[src/rtl/core/ree_ram.sv]
// Generic single-port-write, registered-read RAM for the evaluator stacks.
`default_nettype none
module ree_ram #(
	parameter int WIDTH = 8,
	parameter int DEPTH = 16
) (
	input  wire logic                     clk,
	input  wire logic                     we,
	input  wire logic [$clog2(DEPTH)-1:0] waddr,
	input  wire logic [WIDTH-1:0]         wdata,
	input  wire logic [$clog2(DEPTH)-1:0] raddr,
	output logic      [WIDTH-1:0]         rdata
);
	logic [WIDTH-1:0] mem [DEPTH];

	always_ff @(posedge clk) begin
		if (we)
			mem[waddr] <= wdata;
		rdata <= mem[raddr];
	end
endmodule
`default_nettype wire

[config.mk]
export PLATFORM = sky130hd
export DESIGN_NAME = ree_ram
export DESIGN_NICKNAME = d
export VERILOG_FILES = /design/src/rtl/core/ree_ram.sv
export SDC_FILE = /design/constraint.sdc
export NUM_CORES = 1
export LEC_CHECK = 0
export BUFFER_PORTS_ARGS = -buffer_cell sky130_fd_sc_hd__buf_4
export CORE_MARGIN = 8
export CORE_UTILIZATION = 35
export CTS_CLUSTER_SIZE = 14
export DETAILED_ROUTE_END_ITERATION = 8
export PLACE_DENSITY = 0.47
export SLEW_MARGIN = 10
export SYNTH_ARGS = -nofsm -noshare
export SYNTH_HDL_FRONTEND = slang
export SYNTH_SLANG_ARGS = --single-unit
[constraint.sdc]
create_clock -name clk -period 3.3 [get_ports clk]
set_input_delay 0.165 -clock clk [delete_from_list [all_inputs] [get_ports clk]]
set_output_delay 0.165 -clock clk [all_outputs]
set_load 0.01 [all_outputs]
==> run_results.csv <==
group,metric,value,unit
grt,grt_max_degree,33,
setup_path,worst_setup_path_end_kind,"flop",
cells_and_area,stdcell_area,6137,um2
floorplan,coreArea,14480,um2
sta,worst_pin_slew,1020,ps
yosys,yosysWarnings,0,
setup_path,critPathRequiredTime,3330,ps
route,vias_per_cell,5.071,
sta,fmax,681.3,MHz
cells_and_area,regArea,4004,um2
sta,fin_skew,7.216,ps
floorplan,die_w,137.3,um
cells_and_area,multi_input_area,1057,um2
cells_and_area,fin_nets,287,
clocking,post_cts_resized,0,
pwr,ir_worst_vdd,0.0002730,V
route,via_count,2363,
placed_design,dp_slack,1368,ps
yosys,yosysTopAreaCell,"edfxtp_1",
floorplan,chipHeight,137.3,um
placed_design,gp_congestion,0.6546,
floorplan,start_util,35.55,%
setup_path,path_class,"primary input to flop",
yosys,ys_ff_latch,136,
grt,overflow,0,
clocking,clkTransAtPathRegs,60,ps
clocking,ctsHoldBuffers,0,
yosys,synthTopCellsByArea,"edfxtp_1, mux4_2, mux4_1",
setup_path,cp_max_fo,8,
placed_design,port_buffers,25,
yosys,syn-cell-area,5147,um2
route,drt-initial-drc-count,162,
sta,finalMaxSlewViolations,0,
clocking,cts_tree,"done",
grt,grt_pass1_wl,16350,um
route,drc_errors,0,
sta,rsz0062_at_grt,"false",
sta,tns,0,ps
sta,finalCritPeriodShare,44.48,%
hold_path,hold_path.class,"primary input to flop",
floorplan,ios,26,
clocking,numCtsBuffers,17,
setup_path,crit_path_cell_trace,"buf_4 > or3b_2 > nor2_1",
yosys,ys_seq_area_share,77.78,%
yosys,synth_top_area_share,74.67,%
placed_design,dpl.cell_count,434,
status,status,"completed",
flow_run,max_cap_violations,0,
cells_and_area,nFillCells,1294,
route,drt-total-wl,10880,um
yosys,avgSynthCellArea,22.48,um2
setup_path,cp_slowest_cell,"nor2_1",
yosys,synthCells,229,
sta,setup-violations-final,0,
setup_path,worst_path_largest_cell_delay,700,ps
route,wire_per_inst,23.34,um
yosys,synth_fp_nets,247,
cells_and_area,final_cells,466,
sta,period_minus_slack,1468,ps
cells_and_area,area_delta_synth_final,19.23,%
grt,antenna_found_initial,0,
pwr,leakagePower,2.052,nW
yosys,ys_types,19,
setup_path,worst_setup_path_start_kind,"primary input",
sta,setup_slack,1832,ps
cells_and_area,diodes,0,
placed_design,placement.cell_area,5524,um2
pwr,power_density,667.8,nW/um2
clocking,root_buffer,"clkbuf_16",
sta,hold_viol_final,0,
clocking,cts.htree.levels,4,
route,first_pass_iters,4,
placed_design,dp_hpwl,6587,um
floorplan,fp-row-count,44,
grt,grt_pass1_vias,2623,
floorplan,die_area,18840,um2
setup_path,cp.arrival,1500,ps
clocking,cts.sinks,136,
cells_and_area,drive_above_1_share,27.66,%
sta,relSlewSlack,31.72,%
route,ant_nets,0,
grt,gr-usage-all-layers,12.68,%
clocking,cts_setup_buffers,0,
clocking,clk_latency,420,ps
clocking,clk_path_buf_depth,2,
cells_and_area,fin_util,42.39,%
## critical path, delay by kind of cell
family | cells | cell delay (ps)
buffers and inverters | 1 | 120
AND/OR/NAND/NOR | 2 | 1210
## metal layers
layer | share of wire, % | wire length (um) | up-vias | GRT usage (%)
li1 | - | - | 1054 | -
met1 | 45 | 4867 | 1242 | 15.26
met2 | 49 | 5340 | 50 | 20.30
met3 | 4.1 | 442 | 17 | 3.975
met4 | 2.1 | 228 | 0 | 6.276
met5 | 0 | 0 | - | 0
## where the power goes
part | total (mW) | internal [mW] | switching (mW)
Clock | 1.97 | 1.29 | 0.672
Combinational | 0.186 | 0.0817 | 0.104
Sequential | 1.95 | 1.93 | 0.0135
Total | 4.10 | 3.31 | 0.790
## registers in the layout, summed over array words and instances, names as in the netlist
register and flops:
mem 128, rdata 8
## through the flow
step	hold slack, ps	power (mW)
after floorplan	263.9	2.079
after global placement	483.4	2.172
after detailed placement	491.1	2.175
after CTS	48.03	4.144
after global routing	57.84	4.234
final	58.54	4.098
## worst paths after layout
check | start | to | slack (ps) | cells after the start
worst min register to register | mem[4][1] | rdata[1] | 670 | 3
worst max register to register | mem[3][7] | rdata[7] | 1920 | 3
worst max-delay path | waddr[2] | mem[3][2] | 1830 | 3
worst min-delay path | wdata[0] | mem[15][0] | 60 | 1
## cells by family after synthesis
logic type             count (synthesis)  synth area share (%)
AO/OA/AOI/OAI                         16                 2.334
AND/OR/NAND/NOR                       35                 3.184
buffers and inverters                 10                 1.677
multiplexers                          32                 15.02
flip-flops                           136                 77.78
## layout make-up
class,instances,area share [%]
Clock inverter,10,2.426
Tap cell,184,3.751
Timing Repair Buffer,31,3.792
Sequential cell,136,65.24
Multi-Input combinational cell,83,17.23
Clock buffer,22,7.564
## synthesized netlist by cell type
| cell type | number |
|---|---|
| buf_4 | 1 |
| nor2b_1 | 1 |
| nand2b_1 | 2 |
| and2_1 | 1 |
| clkdlybuf4s25_2 | 3 |
| nand3_1 | 1 |
| dfxtp_1 | 8 |
| mux4_2 | 18 |
| buf_6 | 3 |
| edfxtp_1 | 128 |
| buf_2 | 3 |
| nor2_1 | 13 |
| nand2_1 | 9 |
| nor3_1 | 4 |
| nand3b_1 | 2 |
| or3b_2 | 1 |
| a22oi_1 | 16 |
| mux4_1 | 14 |
| and2b_1 | 1 |
## layout by cell type (no fill, tap or decap), drive strengths merged
master  synthesis  final
a22oi          16     16
and2            1      1
and2b           1      1
buf             7     31
bufinv          0      4
clkbuf          0     22
clkinv          0      6
dfxtp           8      8
edfxtp        128    128
mux4           32     32
nand2           9      9
nand2b          2      2
nand3           1      1
nand3b          2      2
nor2           13     13
nor2b           1      1
nor3            4      4
or3b            1      1
(Power assumes the default switching activity.)
