### config.mk
export PLATFORM = sky130hd
export DESIGN_NAME = ree_div
export DESIGN_NICKNAME = d
export VERILOG_FILES = /design/src/rtl/core/ree_pkg.sv /design/src/rtl/core/ree_div.sv
export SDC_FILE = /design/constraint.sdc
export NUM_CORES = 1
export LEC_CHECK = 0
export BUFFER_PORTS_ARGS = -buffer_cell sky130_fd_sc_hd__buf_4
export CORE_ASPECT_RATIO = 1.4
export CORE_MARGIN = 2
export CORE_UTILIZATION = 55
export DETAILED_ROUTE_END_ITERATION = 10
export PLACE_DENSITY = 0.82
export SYNTH_ARGS = -nofsm -noshare
export SYNTH_HDL_FRONTEND = slang
export SYNTH_SLANG_ARGS = --single-unit
### constraint.sdc
create_clock -name clk -period 3.7 [get_ports clk]
set_input_delay 0.555 -clock clk [delete_from_list [all_inputs] [get_ports clk]]
set_output_delay 0.555 -clock clk [all_outputs]
set_load 0.05 [all_outputs]
### src/rtl/core/ree_pkg.sv
// Shared types, constants and helpers for the rational expression evaluator.
`default_nettype none
package ree_pkg;

	localparam int OP_DEPTH    = 16;
	localparam int VALUE_DEPTH = 16;
	localparam int OP_AW       = $clog2(OP_DEPTH);
	localparam int OP_CW       = $clog2(OP_DEPTH + 1);
	localparam int VAL_AW      = $clog2(VALUE_DEPTH);
	localparam int VAL_CW      = $clog2(VALUE_DEPTH + 1);
	localparam int OP_W        = 3;
	localparam int DW          = 64;

	typedef enum logic [OP_W-1:0] {
		OPC_ADD  = 3'd0,
		OPC_SUB  = 3'd1,
		OPC_MUL  = 3'd2,
		OPC_DIV  = 3'd3,
		OPC_LPAR = 3'd4
	} op_code_t;

	localparam logic [2:0] ST_OK       = 3'd0;
	localparam logic [2:0] ST_BADCHAR  = 3'd1;
	localparam logic [2:0] ST_SYNTAX   = 3'd2;
	localparam logic [2:0] ST_OVERFLOW = 3'd3;
	localparam logic [2:0] ST_ZEROGCD  = 3'd4;

	localparam logic [7:0] CH_SPACE = 8'h20;
	localparam logic [7:0] CH_PLUS  = 8'h2B;
	localparam logic [7:0] CH_MINUS = 8'h2D;
	localparam logic [7:0] CH_STAR  = 8'h2A;
	localparam logic [7:0] CH_SLASH = 8'h2F;
	localparam logic [7:0] CH_LPAR  = 8'h28;
	localparam logic [7:0] CH_RPAR  = 8'h29;
	localparam logic [7:0] CH_ZERO  = 8'h30;
	localparam logic [7:0] CH_NINE  = 8'h39;

	typedef struct packed {
		logic [7:0] char_code;
		logic       last;
	} char_t;

	typedef struct packed {
		logic signed [DW-1:0] numerator;
		logic signed [DW-1:0] denominator;
		logic [2:0]           status;
	} res_t;

	typedef enum logic [4:0] {
		S_IDLE,
		S_DECODE,
		S_FLUSH,
		S_OPTOP,
		S_OPCHK,
		S_RED0,
		S_RED1,
		S_RED2,
		S_MUL,
		S_MULW,
		S_WB,
		S_ENDTOP,
		S_ENDCHK,
		S_RD0,
		S_GCHK,
		S_GWAIT,
		S_QN,
		S_QD,
		S_OUT
	} state_t;

	function automatic logic [1:0] prec(input op_code_t code);
		logic [1:0] p;
		p = 2'd0;
		if (code == OPC_MUL || code == OPC_DIV)
			p = 2'd2;
		else if (code == OPC_ADD || code == OPC_SUB)
			p = 2'd1;
		return p;
	endfunction

	function automatic logic [DW-1:0] mag(input logic [DW-1:0] v);
		return v[DW-1] ? (DW'(0) - v) : v;
	endfunction

endpackage
`default_nettype wire

### src/rtl/core/ree_div.sv
// Unsigned 64-bit restoring divider, one quotient bit per cycle.
`default_nettype none
module ree_div import ree_pkg::*; (
	input  wire logic          clk,
	input  wire logic          arst_n,
	input  wire logic          start,
	input  wire logic [DW-1:0] num,
	input  wire logic [DW-1:0] den,
	output logic               done,
	output logic      [DW-1:0] quo,
	output logic      [DW-1:0] rem
);
	logic [DW-1:0]         q_q, r_q, d_q;
	logic [$clog2(DW)-1:0] cnt_q;
	logic                  busy_q, done_q;
	logic [DW:0]           shifted, diff;

	assign shifted = {r_q, q_q[DW-1]};
	assign diff    = shifted - {1'b0, d_q};

	always_ff @(posedge clk or negedge arst_n) begin
		if (!arst_n) begin
			busy_q <= 1'b0;
			done_q <= 1'b0;
			cnt_q  <= '0;
		end else begin
			done_q <= 1'b0;
			if (start) begin
				busy_q <= 1'b1;
				cnt_q  <= '0;
			end else if (busy_q) begin
				cnt_q <= cnt_q + 1'b1;
				if (cnt_q == $clog2(DW)'(DW - 1)) begin
					busy_q <= 1'b0;
					done_q <= 1'b1;
				end
			end
		end
	end

	always_ff @(posedge clk) begin
		if (start) begin
			q_q <= num;
			r_q <= '0;
			d_q <= den;
		end else if (busy_q) begin
			if (!diff[DW]) begin
				r_q <= diff[DW-1:0];
				q_q <= {q_q[DW-2:0], 1'b1};
			end else begin
				r_q <= shifted[DW-1:0];
				q_q <= {q_q[DW-2:0], 1'b0};
			end
		end
	end

	assign done = done_q;
	assign quo  = q_q;
	assign rem  = r_q;
endmodule
`default_nettype wire
==> reports/qor.csv <==
stage,metric,value,unit
die,core box area,21000,µm²
power,peak supply drop,0.467,mV
setup_path,Worst Path Arrival,3880,ps
drt,Final ANT Viol Nets,0,
clock_tree,total CTS buffers,17,
drt,DRC,0,
die,Die ar.,22500,µm²
synthesis,Post-synth ARST share,4.00,%
min_path,Hold Path Sink,d_q[47]$_DFFE_PP_,
timing,Tmin final,3540,ps
clock_tree,clock buffer depth,2,
drt,routed len/inst,19.0,µm
min_path,min-delay src,den[47],
setup_path,FF-to-FF End,rem[18]$_SDFFE_PP0P_,
timing,Final WS setup,163,ps
place,placer's final routability congestion estimate,0.974,
setup_path,R2R Setup Slk,160,ps
synthesis,synthesized flop and latch total,200,
drt,WL final,31800,µm
setup_path,worst path required time,4050,ps
timing,final hold violations,0,
min_path,Hold Crit Depth,1,
synthesis,Synth Cell Area,11700,µm²
clock_tree,clk_lat worst skew,450,ps
timing,max-slew violation count,0,
synthesis,Post-synth top cells,"edfxtp_1, nor2_1, inv_1, a21oi_1, nand2_1",
synthesis,Synth cell types,65,
run,max-capacitance violation count,0,
setup_path,CP endpoint kind,flip-flop,
global_route,initial antenna violation count,0,
setup_path,worst reg-to-reg path cell count,15,
power,Cell Pwr Density,823,nW/µm²
timing,setup violators final,0,
timing,fmax,283,MHz
die,Initial Util,55.7,%
clock_tree,number of H-tree levels,4,
drt,DR pass1 iterations,5,
clock_tree,clk sinks,200,
die,die span in y,177,µm
synthesis,adder-cell share of the synthesized area,7.11,%
synthesis,register area share after synthesis,45.5,%
synthesis,combinational family with the most area after synthesis,compound AO/OA/AOI/OAI gates,
synthesis,mux contribution to synthesized area,9.90,%
cells_and_area,layout cells sized above 1,29.8,%
synthesis,Synth top area share,32.8,%
drt,DR vias,9887,
synthesis,xor/xnor share of the synthesized area,4.64,%
synthesis,post-synthesis simple-gate area fraction,11.5,%
synthesis,ranking of synthesized cells by area,"edfxtp_1, dfxtp_1, ha_1",
drt,vias per cell,5.92,
die,I/O pin total,260,
timing,worst hold slack,276,ps
drt,First DRT Iteration DRCs,802,
cells_and_area,"Core Util, Final",70.3,%
power,Leakage,6.60,nW
synthesis,yosys warns,0,
setup_path,reg-to-reg startpoint,d_q[43]$_DFFE_PP_,
global_route,Overflow after GRT,0,
place,IO Port Bufs,259,
global_route,vias in the first global route,9913,
die,site row count,63,
run_status,status,finished clean,
timing,Max-slew headroom,41.3,%
global_route,global-route wire length before repair,48500,µm
cells_and_area,nets,1595,
timing,Worst Skew,11.3,ps
synthesis,Compound-Gate Fraction of Synth Area,16.4,%
cells_and_area,area grow syn2layout,26.4,%
synthesis,number of flops mapped to enable cells by yosys,128,
synthesis,cells after synthesis,1142,
die,Die Wd,127,µm
global_route,largest net degree at the start of global routing,126,
clock_tree,Root Buffer,clkbuf_16,
timing,Worst Max-Slew Pin Slew,881,ps
clock_tree,clk slew on worst S/H paths,70,ps
clock_tree,CTS tree,built,
synthesis,cell taking the most area after synthesis,edfxtp_1,
cells_and_area,fill count,1607,
timing,Tcrit/Tclk final,95.6,%
synthesis,top_reg_cell synth,edfxtp_1,
setup_path,Worst Path Max Fanout,7,
cells_and_area,antenna cell count,0,
setup_path,CP Launch Type,flip-flop,
place,post-DP HPWL,23300,µm
synthesis,Avg Synthesized Cell Area,10.3,µm²
timing,Setup TNS,0,ps
min_path,Hold Path Class,input port to flip-flop,
synthesis,Synthesized Nets,1339,
place,DP Worst Slack,-26.7,ps
synthesis,most common cell in the synthesized netlist,edfxtp_1,
global_route,Global Route Usage Sum,27.3,%
setup_path,Setup CP Type,flip-flop to flip-flop,
[power breakdown]
part	switching (W)	internal (W)	total, W
sequential	0.000447	0.00282	0.00327
combinational	0.00405	0.00280	0.00685
clock	0.000858	0.00120	0.00206
total	0.00536	0.00683	0.0122
[layout by cell type, fill, tap and decap left out, types with 45 or more instances in the layout]
| cell type | netlist | routed |
|---|---|---|
| nand2_1 | 71 | 71 |
| buf_4 | 3 | 283 |
| edfxtp_1 | 128 | 128 |
| nor2_1 | 92 | 92 |
| dfxtp_1 | 64 | 64 |
| mux2i_1 | 45 | 45 |
| a21oi_1 | 75 | 73 |
| inv_1 | 81 | 80 |
| a211oi_1 | 46 | 46 |
| ha_1 | 65 | 64 |
| mux2_2 | 63 | 63 |
[worst max-delay path by stage]
stage | startpoint | to | depth (start not counted)
CTS | quo[63]$_DFFE_PP_ | rem[13]$_SDFFE_PP0P_ | 15
global route | quo[63]$_DFFE_PP_ | rem[18]$_SDFFE_PP0P_ | 16
finish | d_q[43]$_DFFE_PP_ | rem[18]$_SDFFE_PP0P_ | 15
global placement | quo[63]$_DFFE_PP_ | rem[13]$_SDFFE_PP0P_ | 15
detailed placement | quo[63]$_DFFE_PP_ | rem[13]$_SDFFE_PP0P_ | 15
floorplan | quo[63]$_DFFE_PP_ | rem[35]$_SDFFE_PP0P_ | 15
[through the flow]
step / std cells / instance area, µm² / total power [W]
3_5_place_dp: 1627 / 13900 / 0.00963
2_1_floorplan: 1142 / 11700 / 0.00797
6_report: 1671 / 14800 / 0.0122
3_3_place_gp: 1627 / 13900 / 0.00953
4_1_cts: 1660 / 14600 / 0.0117
5_1_grt: 1671 / 14800 / 0.0128
[sequential cells by signal, indices dropped and copies added (netlist names)]
name and flops:
quo 64, done 1, cnt_q 6, busy_q 1, rem 64, d_q 64
[kinds of logic (layout without fill, tap and decap cells)]
kind of cell / Yosys count / in the layout
AOI/OAI and AO/OA: 280 / 280
xor gates and xnor gates: 62 / 62
adders and majority gates: 66 / 66
buffers and inverters: 138 / 407
DFF: 200 / 200
muxes: 108 / 108
and+or+nand+nor: 288 / 288
[layer usage]
metal / part of all wire (%) / wire [µm] / global-route usage (%)
met5: 0 / 0 / 0
met2: 51 / 16300 / 48.4
met1: 37 / 11600 / 29.4
met4: 4.4 / 1400 / 14.1
met3: 7.8 / 2470 / 7.92
[cell type report]
class / count / area, µm² / area share [%]
clock inverters: 9 / 133 / 0.896
repair buffers: 294 / 2320 / 15.7
multi-input cells: 804 / 5880 / 39.7
inverters: 81 / 304 / 2.05
well taps: 260 / 325 / 2.20
clock buffers: 23 / 520 / 3.52
flip-flops and latches: 200 / 5330 / 36.0
[critical path: stages (launching register included)]
cell and delay (ps):
edfxtp_1 350, inv_1 50, ha_1 390, a21oi_2 220, o21ai_2 130, a2111oi_4 400
a2bb2oi_2 170, nand3_2 140, nor3_2 150, o21ai_2 90, o211ai_1 380, o211ai_4 170
buf_4 200, buf_12 130, or3_1 310, o211a_1 130
[repair_timing]
action	in CTS	in global routing
pin swaps	0	6
setup endpoints to repair	4	65
hold endpoints to repair	8	0
setup buffers	0	8
cloned	0	3
gates resized for setup	1	16
hold buffers	1	0
Note: power is estimated with default switching activity, not from simulation.
