## src/rtl/core/ree_pkg.sv

```systemverilog
// Shared types, constants and helpers for the rational expression evaluator.
`default_nettype none
package ree_pkg;

	localparam int OP_DEPTH    = 16;
	localparam int VALUE_DEPTH = 16;
	localparam int OP_AW       = $clog2(OP_DEPTH);
	localparam int OP_CW       = $clog2(OP_DEPTH + 1);
	localparam int VAL_AW      = $clog2(VALUE_DEPTH);
	localparam int VAL_CW      = $clog2(VALUE_DEPTH + 1);
	localparam int OP_W        = 3;
	localparam int DW          = 64;

	typedef enum logic [OP_W-1:0] {
		OPC_ADD  = 3'd0,
		OPC_SUB  = 3'd1,
		OPC_MUL  = 3'd2,
		OPC_DIV  = 3'd3,
		OPC_LPAR = 3'd4
	} op_code_t;

	localparam logic [2:0] ST_OK       = 3'd0;
	localparam logic [2:0] ST_BADCHAR  = 3'd1;
	localparam logic [2:0] ST_SYNTAX   = 3'd2;
	localparam logic [2:0] ST_OVERFLOW = 3'd3;
	localparam logic [2:0] ST_ZEROGCD  = 3'd4;

	localparam logic [7:0] CH_SPACE = 8'h20;
	localparam logic [7:0] CH_PLUS  = 8'h2B;
	localparam logic [7:0] CH_MINUS = 8'h2D;
	localparam logic [7:0] CH_STAR  = 8'h2A;
	localparam logic [7:0] CH_SLASH = 8'h2F;
	localparam logic [7:0] CH_LPAR  = 8'h28;
	localparam logic [7:0] CH_RPAR  = 8'h29;
	localparam logic [7:0] CH_ZERO  = 8'h30;
	localparam logic [7:0] CH_NINE  = 8'h39;

	typedef struct packed {
		logic [7:0] char_code;
		logic       last;
	} char_t;

	typedef struct packed {
		logic signed [DW-1:0] numerator;
		logic signed [DW-1:0] denominator;
		logic [2:0]           status;
	} res_t;

	typedef enum logic [4:0] {
		S_IDLE,
		S_DECODE,
		S_FLUSH,
		S_OPTOP,
		S_OPCHK,
		S_RED0,
		S_RED1,
		S_RED2,
		S_MUL,
		S_MULW,
		S_WB,
		S_ENDTOP,
		S_ENDCHK,
		S_RD0,
		S_GCHK,
		S_GWAIT,
		S_QN,
		S_QD,
		S_OUT
	} state_t;

	function automatic logic [1:0] prec(input op_code_t code);
		logic [1:0] p;
		p = 2'd0;
		if (code == OPC_MUL || code == OPC_DIV)
			p = 2'd2;
		else if (code == OPC_ADD || code == OPC_SUB)
			p = 2'd1;
		return p;
	endfunction

	function automatic logic [DW-1:0] mag(input logic [DW-1:0] v);
		return v[DW-1] ? (DW'(0) - v) : v;
	endfunction

endpackage
`default_nettype wire

```

## src/rtl/core/ree_mul.sv

```systemverilog
// 64x64 wrapping multiplier built from one 32x32 multiplier.
`default_nettype none
module ree_mul import ree_pkg::*; (
	input  wire logic          clk,
	input  wire logic          arst_n,
	input  wire logic          start,
	input  wire logic [DW-1:0] a,
	input  wire logic [DW-1:0] b,
	output logic               done,
	output logic      [DW-1:0] prod
);
	logic [DW-1:0] a_q, b_q, pp_q, acc_q;
	logic [1:0]    step_q;
	logic          busy_q, done_q;
	logic [31:0]   ma, mb;
	logic [DW-1:0] pp_w;

	// step 0: lo*lo, step 1: lo*hi, step 2: hi*lo (only low halves of cross terms matter)
	assign ma   = (step_q == 2'd2) ? a_q[63:32] : a_q[31:0];
	assign mb   = (step_q == 2'd1) ? b_q[63:32] : b_q[31:0];
	assign pp_w = ma * mb;

	always_ff @(posedge clk or negedge arst_n) begin
		if (!arst_n) begin
			busy_q <= 1'b0;
			done_q <= 1'b0;
			step_q <= 2'd0;
		end else begin
			done_q <= 1'b0;
			if (start) begin
				busy_q <= 1'b1;
				step_q <= 2'd0;
			end else if (busy_q) begin
				step_q <= step_q + 2'd1;
				if (step_q == 2'd3) begin
					busy_q <= 1'b0;
					done_q <= 1'b1;
				end
			end
		end
	end

	always_ff @(posedge clk) begin
		if (start) begin
			a_q <= a;
			b_q <= b;
		end else if (busy_q) begin
			pp_q <= pp_w;
			if (step_q == 2'd1)
				acc_q <= pp_q;
			else if (step_q != 2'd0)
				acc_q <= acc_q + {pp_q[31:0], 32'd0};
		end
	end

	assign done = done_q;
	assign prod = acc_q;
endmodule
`default_nettype wire

```

## config.mk

```make
export PLATFORM = sky130hd
export DESIGN_NAME = ree_mul
export DESIGN_NICKNAME = d
export VERILOG_FILES = /design/src/rtl/core/ree_pkg.sv /design/src/rtl/core/ree_mul.sv
export SDC_FILE = /design/constraint.sdc
export NUM_CORES = 2
export LEC_CHECK = 0
export BUFFER_PORTS_ARGS = -buffer_cell sky130_fd_sc_hd__clkbuf_2
export CORE_MARGIN = 5
export CORE_UTILIZATION = 25
export DETAILED_ROUTE_END_ITERATION = 10
export GPL_TIMING_DRIVEN = 0
export PLACE_DENSITY_LB_ADDON = 0.2
export SETUP_SLACK_MARGIN = 0.4
export SLEW_MARGIN = 20
export SYNTH_ARGS = -nofsm -noshare
export SYNTH_HDL_FRONTEND = slang
export SYNTH_SLANG_ARGS = --single-unit
export TNS_END_PERCENT = 50
```

## constraint.sdc

```tcl
create_clock -name clk -period 18.55 [get_ports clk]
set_clock_uncertainty 0.15 [all_clocks]
set_input_delay 3.71 -clock clk [delete_from_list [all_inputs] [get_ports clk]]
set_output_delay 3.71 -clock clk [all_outputs]
set_load 0.01 [all_outputs]
```

==> flow_results.xml <==
<?xml version="1.0" encoding="UTF-8"?>
<metrics>
  <group name="routing">
    <metric name="drcViolationCount" unit="">0</metric>
    <metric name="vias" unit="">32637</metric>
    <metric name="antenna_violating_nets_post_route" unit="">0</metric>
    <metric name="per_cell_routed_wire_length" unit="um">26.5</metric>
    <metric name="vias_per_cell" unit="">4.68</metric>
    <metric name="firstDrtPassIters" unit="">7</metric>
    <metric name="drtIter0Drc" unit="">2699</metric>
    <metric name="finalWirelength" unit="um">185000</metric>
  </group>
  <group name="clocking">
    <metric name="cts_tree" unit="">built</metric>
    <metric name="cts.repair.resized" unit="">0</metric>
    <metric name="cts-hold-fix-buffers" unit="">0</metric>
    <metric name="setup_fix_bufs_post_cts" unit="">0</metric>
    <metric name="clock-root-buffer" unit="">clkbuf_16</metric>
    <metric name="htree_levels" unit="">2</metric>
    <metric name="tritoncts_num_sinks" unit="">260</metric>
    <metric name="insertion_delay" unit="ps">630</metric>
    <metric name="cts-buffers-inserted" unit="">37</metric>
    <metric name="ctsLongestPathBuffers" unit="">3</metric>
    <metric name="clk_pin_slew_worst_paths" unit="ps">60</metric>
  </group>
  <group name="logic_synthesis">
    <metric name="post-synth-top-count-cell" unit="">inv_1</metric>
    <metric name="synthSimpleGateAreaFrac" unit="">0.121</metric>
    <metric name="ys.warnings.count" unit="">0</metric>
    <metric name="synth.avg_cell_area" unit="um2">9.85</metric>
    <metric name="synth-edff-count" unit="">256</metric>
    <metric name="synth-xor-area-share" unit="">0.0182</metric>
    <metric name="netlist_instances" unit="">4386</metric>
    <metric name="synth_top_area_cell" unit="">fa_1</metric>
    <metric name="synthTopCellsByCount" unit="">inv_1 (901), fa_1 (897), nor2_1 (605), nand2_1 (542), ha_1 (298)</metric>
    <metric name="synth_compound_gate_area_share" unit="">0.0504</metric>
    <metric name="synth_ff_type" unit="">edfxtp_1</metric>
    <metric name="sequential_share_of_the_synthesized_area" unit="">0.180</metric>
    <metric name="ys_top_cells_by_area" unit="">fa_1 (42%), edfxtp_1 (18%), ha_1 (8.6%)</metric>
    <metric name="synth_top_area_frac" unit="">0.415</metric>
    <metric name="yosys.cell_types.count" unit="">80</metric>
    <metric name="post_synth_fa_ha_maj_area_fraction" unit="">0.502</metric>
    <metric name="postSynth.asyncResetShare" unit="">0.0154</metric>
    <metric name="synthesized_netlist_net_count" unit="">5712</metric>
    <metric name="flops_latches_synth" unit="">260</metric>
    <metric name="yosys-mux-area-fraction" unit="">0.0322</metric>
    <metric name="syn_area" unit="um2">43200</metric>
    <metric name="combinational_family_with_the_most_area_after_synthesis" unit="">adder cells</metric>
  </group>
  <group name="critical_path">
    <metric name="reg2reg_to" unit="">pp_q[62]</metric>
    <metric name="reg2reg_setup_slack" unit="ps">6900</metric>
    <metric name="critPathMostFrequentCell" unit="">fa_1</metric>
    <metric name="worst_ep_arrival_time" unit="ps">11920</metric>
    <metric name="timing.setup.critical_path_class" unit="">flip-flop to flip-flop</metric>
    <metric name="worst_setup_path_start_kind" unit="">flip-flop</metric>
    <metric name="cp_slowest_cell" unit="">clkbuf_1</metric>
    <metric name="max_stage_delay" unit="ps">910</metric>
    <metric name="crit-reg2reg-launch" unit="">step_q[0]</metric>
    <metric name="worstSetupEndpointType" unit="">flip-flop</metric>
    <metric name="worst-path-max-fanout" unit="">10</metric>
    <metric name="critical_path_rt" unit="ps">18820</metric>
    <metric name="rr_worst_depth" unit="">30</metric>
  </group>
  <group name="timing">
    <metric name="postLayoutSetupSlackWorst" unit="ps">6900</metric>
    <metric name="min_clock_period_post_route" unit="ps">11650</metric>
    <metric name="setup-tns-final" unit="ps">0</metric>
    <metric name="slew-limit-headroom" unit="">0.133</metric>
    <metric name="maxSlewViolCount" unit="">0</metric>
    <metric name="setup_viol" unit="">0</metric>
    <metric name="final-hold-violation-count" unit="">0</metric>
    <metric name="worst_max_slew_pin_slew" unit="ps">1260</metric>
    <metric name="post-route-period-util" unit="">0.628</metric>
    <metric name="achievable-frequency" unit="GHz">0.0858</metric>
    <metric name="grt_setup_unrepaired" unit="">false</metric>
  </group>
  <group name="global_routing">
    <metric name="grt_antenna_before_repair" unit="">4</metric>
    <metric name="track_usage" unit="">0.203</metric>
    <metric name="grt_first_pass_wirelength" unit="um">259000</metric>
    <metric name="grt_pass1_vias" unit="">34579</metric>
    <metric name="grt_remaining_overflow" unit="">0</metric>
    <metric name="grt_max_degree" unit="">49</metric>
  </group>
  <group name="layout">
    <metric name="final_core_utilization" unit="">0.285</metric>
    <metric name="flow.area_growth_from_synthesis" unit="%">13.2</metric>
    <metric name="num-nets-final" unit="">5965</metric>
    <metric name="final.fill_count" unit="">18277</metric>
    <metric name="layout.cell_area.non_filler" unit="um2">48900</metric>
    <metric name="final_layout_size_suffix_gt1_frac" unit="">0.0947</metric>
  </group>
  <group name="run">
    <metric name="max-cap-violations" unit="">0</metric>
  </group>
  <group name="floorplanning">
    <metric name="floorplan.initialDensity" unit="">0.252</metric>
    <metric name="dieArea" unit="um2">181000</metric>
    <metric name="die_w" unit="um">426</metric>
    <metric name="fp.coreArea" unit="um2">172000</metric>
    <metric name="num_rows" unit="">152</metric>
    <metric name="top_level_ports" unit="">196</metric>
    <metric name="die_h" unit="um">426</metric>
  </group>
  <group name="worst_hold_path">
    <metric name="worst_hold_endpoint" unit="">prod[61]</metric>
    <metric name="whs_path_depth" unit="">2</metric>
    <metric name="holdCritStartpoint" unit="">pp_q[61]</metric>
    <metric name="class_of_the_tightest_hold_or_removal_check" unit="">flip-flop to flip-flop</metric>
  </group>
  <group name="placement">
    <metric name="post-dp-hpwl" unit="um">154000</metric>
    <metric name="place_worst_setup_slack" unit="ps">6980</metric>
    <metric name="place_congestion" unit="">0.976</metric>
    <metric name="io_buffers" unit="">195</metric>
    <metric name="dpl-instance-area" unit="um2">47700</metric>
  </group>
  <group name="status">
    <metric name="outcome" unit="">finished, final reports clean</metric>
  </group>
</metrics>
-- cell families after synthesis --
kind of cell | Yosys count
AOI/OAI and AO/OA | 322
xor gates and xnor gates | 90
adders and majority gates | 1195
buffers and inverters | 1092
DFF | 260
muxes | 131
and+or+nand+nor | 1296
-- worst max path at each step --
stage | start | to | cells past startpoint
2_1_floorplan | start | prod[0] | 3
3_3_place_gp | start | prod[6] | 4
3_5_place_dp | step_q[0] | pp_q[62] | 27
4_1_cts | step_q[0] | pp_q[62] | 27
5_1_grt | step_q[0] | pp_q[62] | 30
6_report | step_q[0] | pp_q[62] | 30
-- registers in the layout, summed over array words and instances (netlist names) --
signal  count
b_q        64
pp_q       64
a_q        64
prod       64
busy_q      1
done        1
step_q      2
-- cell type report --
class | count | area [um2] | area share
Sequential cell | 260 | 7790 | 0.159
Timing Repair Buffer | 214 | 1300 | 0.0266
Clock buffer | 39 | 933 | 0.0191
Multi-Input combinational cell | 3034 | 31500 | 0.645
Tap cell | 2310 | 2890 | 0.0591
Inverter | 901 | 3380 | 0.0691
Buffer | 191 | 787 | 0.0161
Clock inverter | 26 | 284 | 0.00581
Antenna cell | 4 | 10.0 | 0.000205
-- routing by layer --
layer	vias up	GRT usage	wire length (um)
li1	13897	-	-
met1	17221	0.254	73500
met2	1129	0.331	86300
met5	-	0	13
met4	2	0.127	14800
met3	388	0.0277	10200
-- cells in the final DEF, fill, tap and decap left out, types with 7 or more instances in the layout --
cell,count
a211oi_1,8
a21o_1,47
a21oi_1,88
a31oi_1,16
and2_1,51
and3_1,12
buf_2,13
clkbuf_1,151
clkbuf_16,37
clkbuf_2,213
edfxtp_1,256
fa_1,897
ha_1,298
inv_1,901
mux2_2,66
mux2i_1,32
mux2i_2,21
mux2i_4,12
nand2_1,542
nand3_1,24
nand4_1,16
nor2_1,605
nor3_1,8
o211ai_1,11
o21a_1,7
o21ai_0,68
o21ai_1,7
o21bai_1,15
xnor2_1,60
xor2_1,30
-- through the flow --
stage | hold slack, ps | instances
5_1_grt | 411 | 6979
3_3_place_gp | 363 | 6891
6_report | 370 | 6979
4_1_cts | 370 | 6975
3_5_place_dp | 366 | 6910
2_1_floorplan | 348 | 4386
-- worst max-delay path: cells and delay by family (launching register included) --
family	cells	cell delay (ps)
adders and majority gates	10	5140
buffers and inverters	9	2720
AOI/OAI and AO/OA	4	1060
and+or+nand+nor	5	1000
muxes	1	620
DFF	1	430
xor gates and xnor gates	1	310
Power is left out: the tool's default activity adds up to more than one toggle a clock period on the data nets, which glitch-free logic cannot reach.
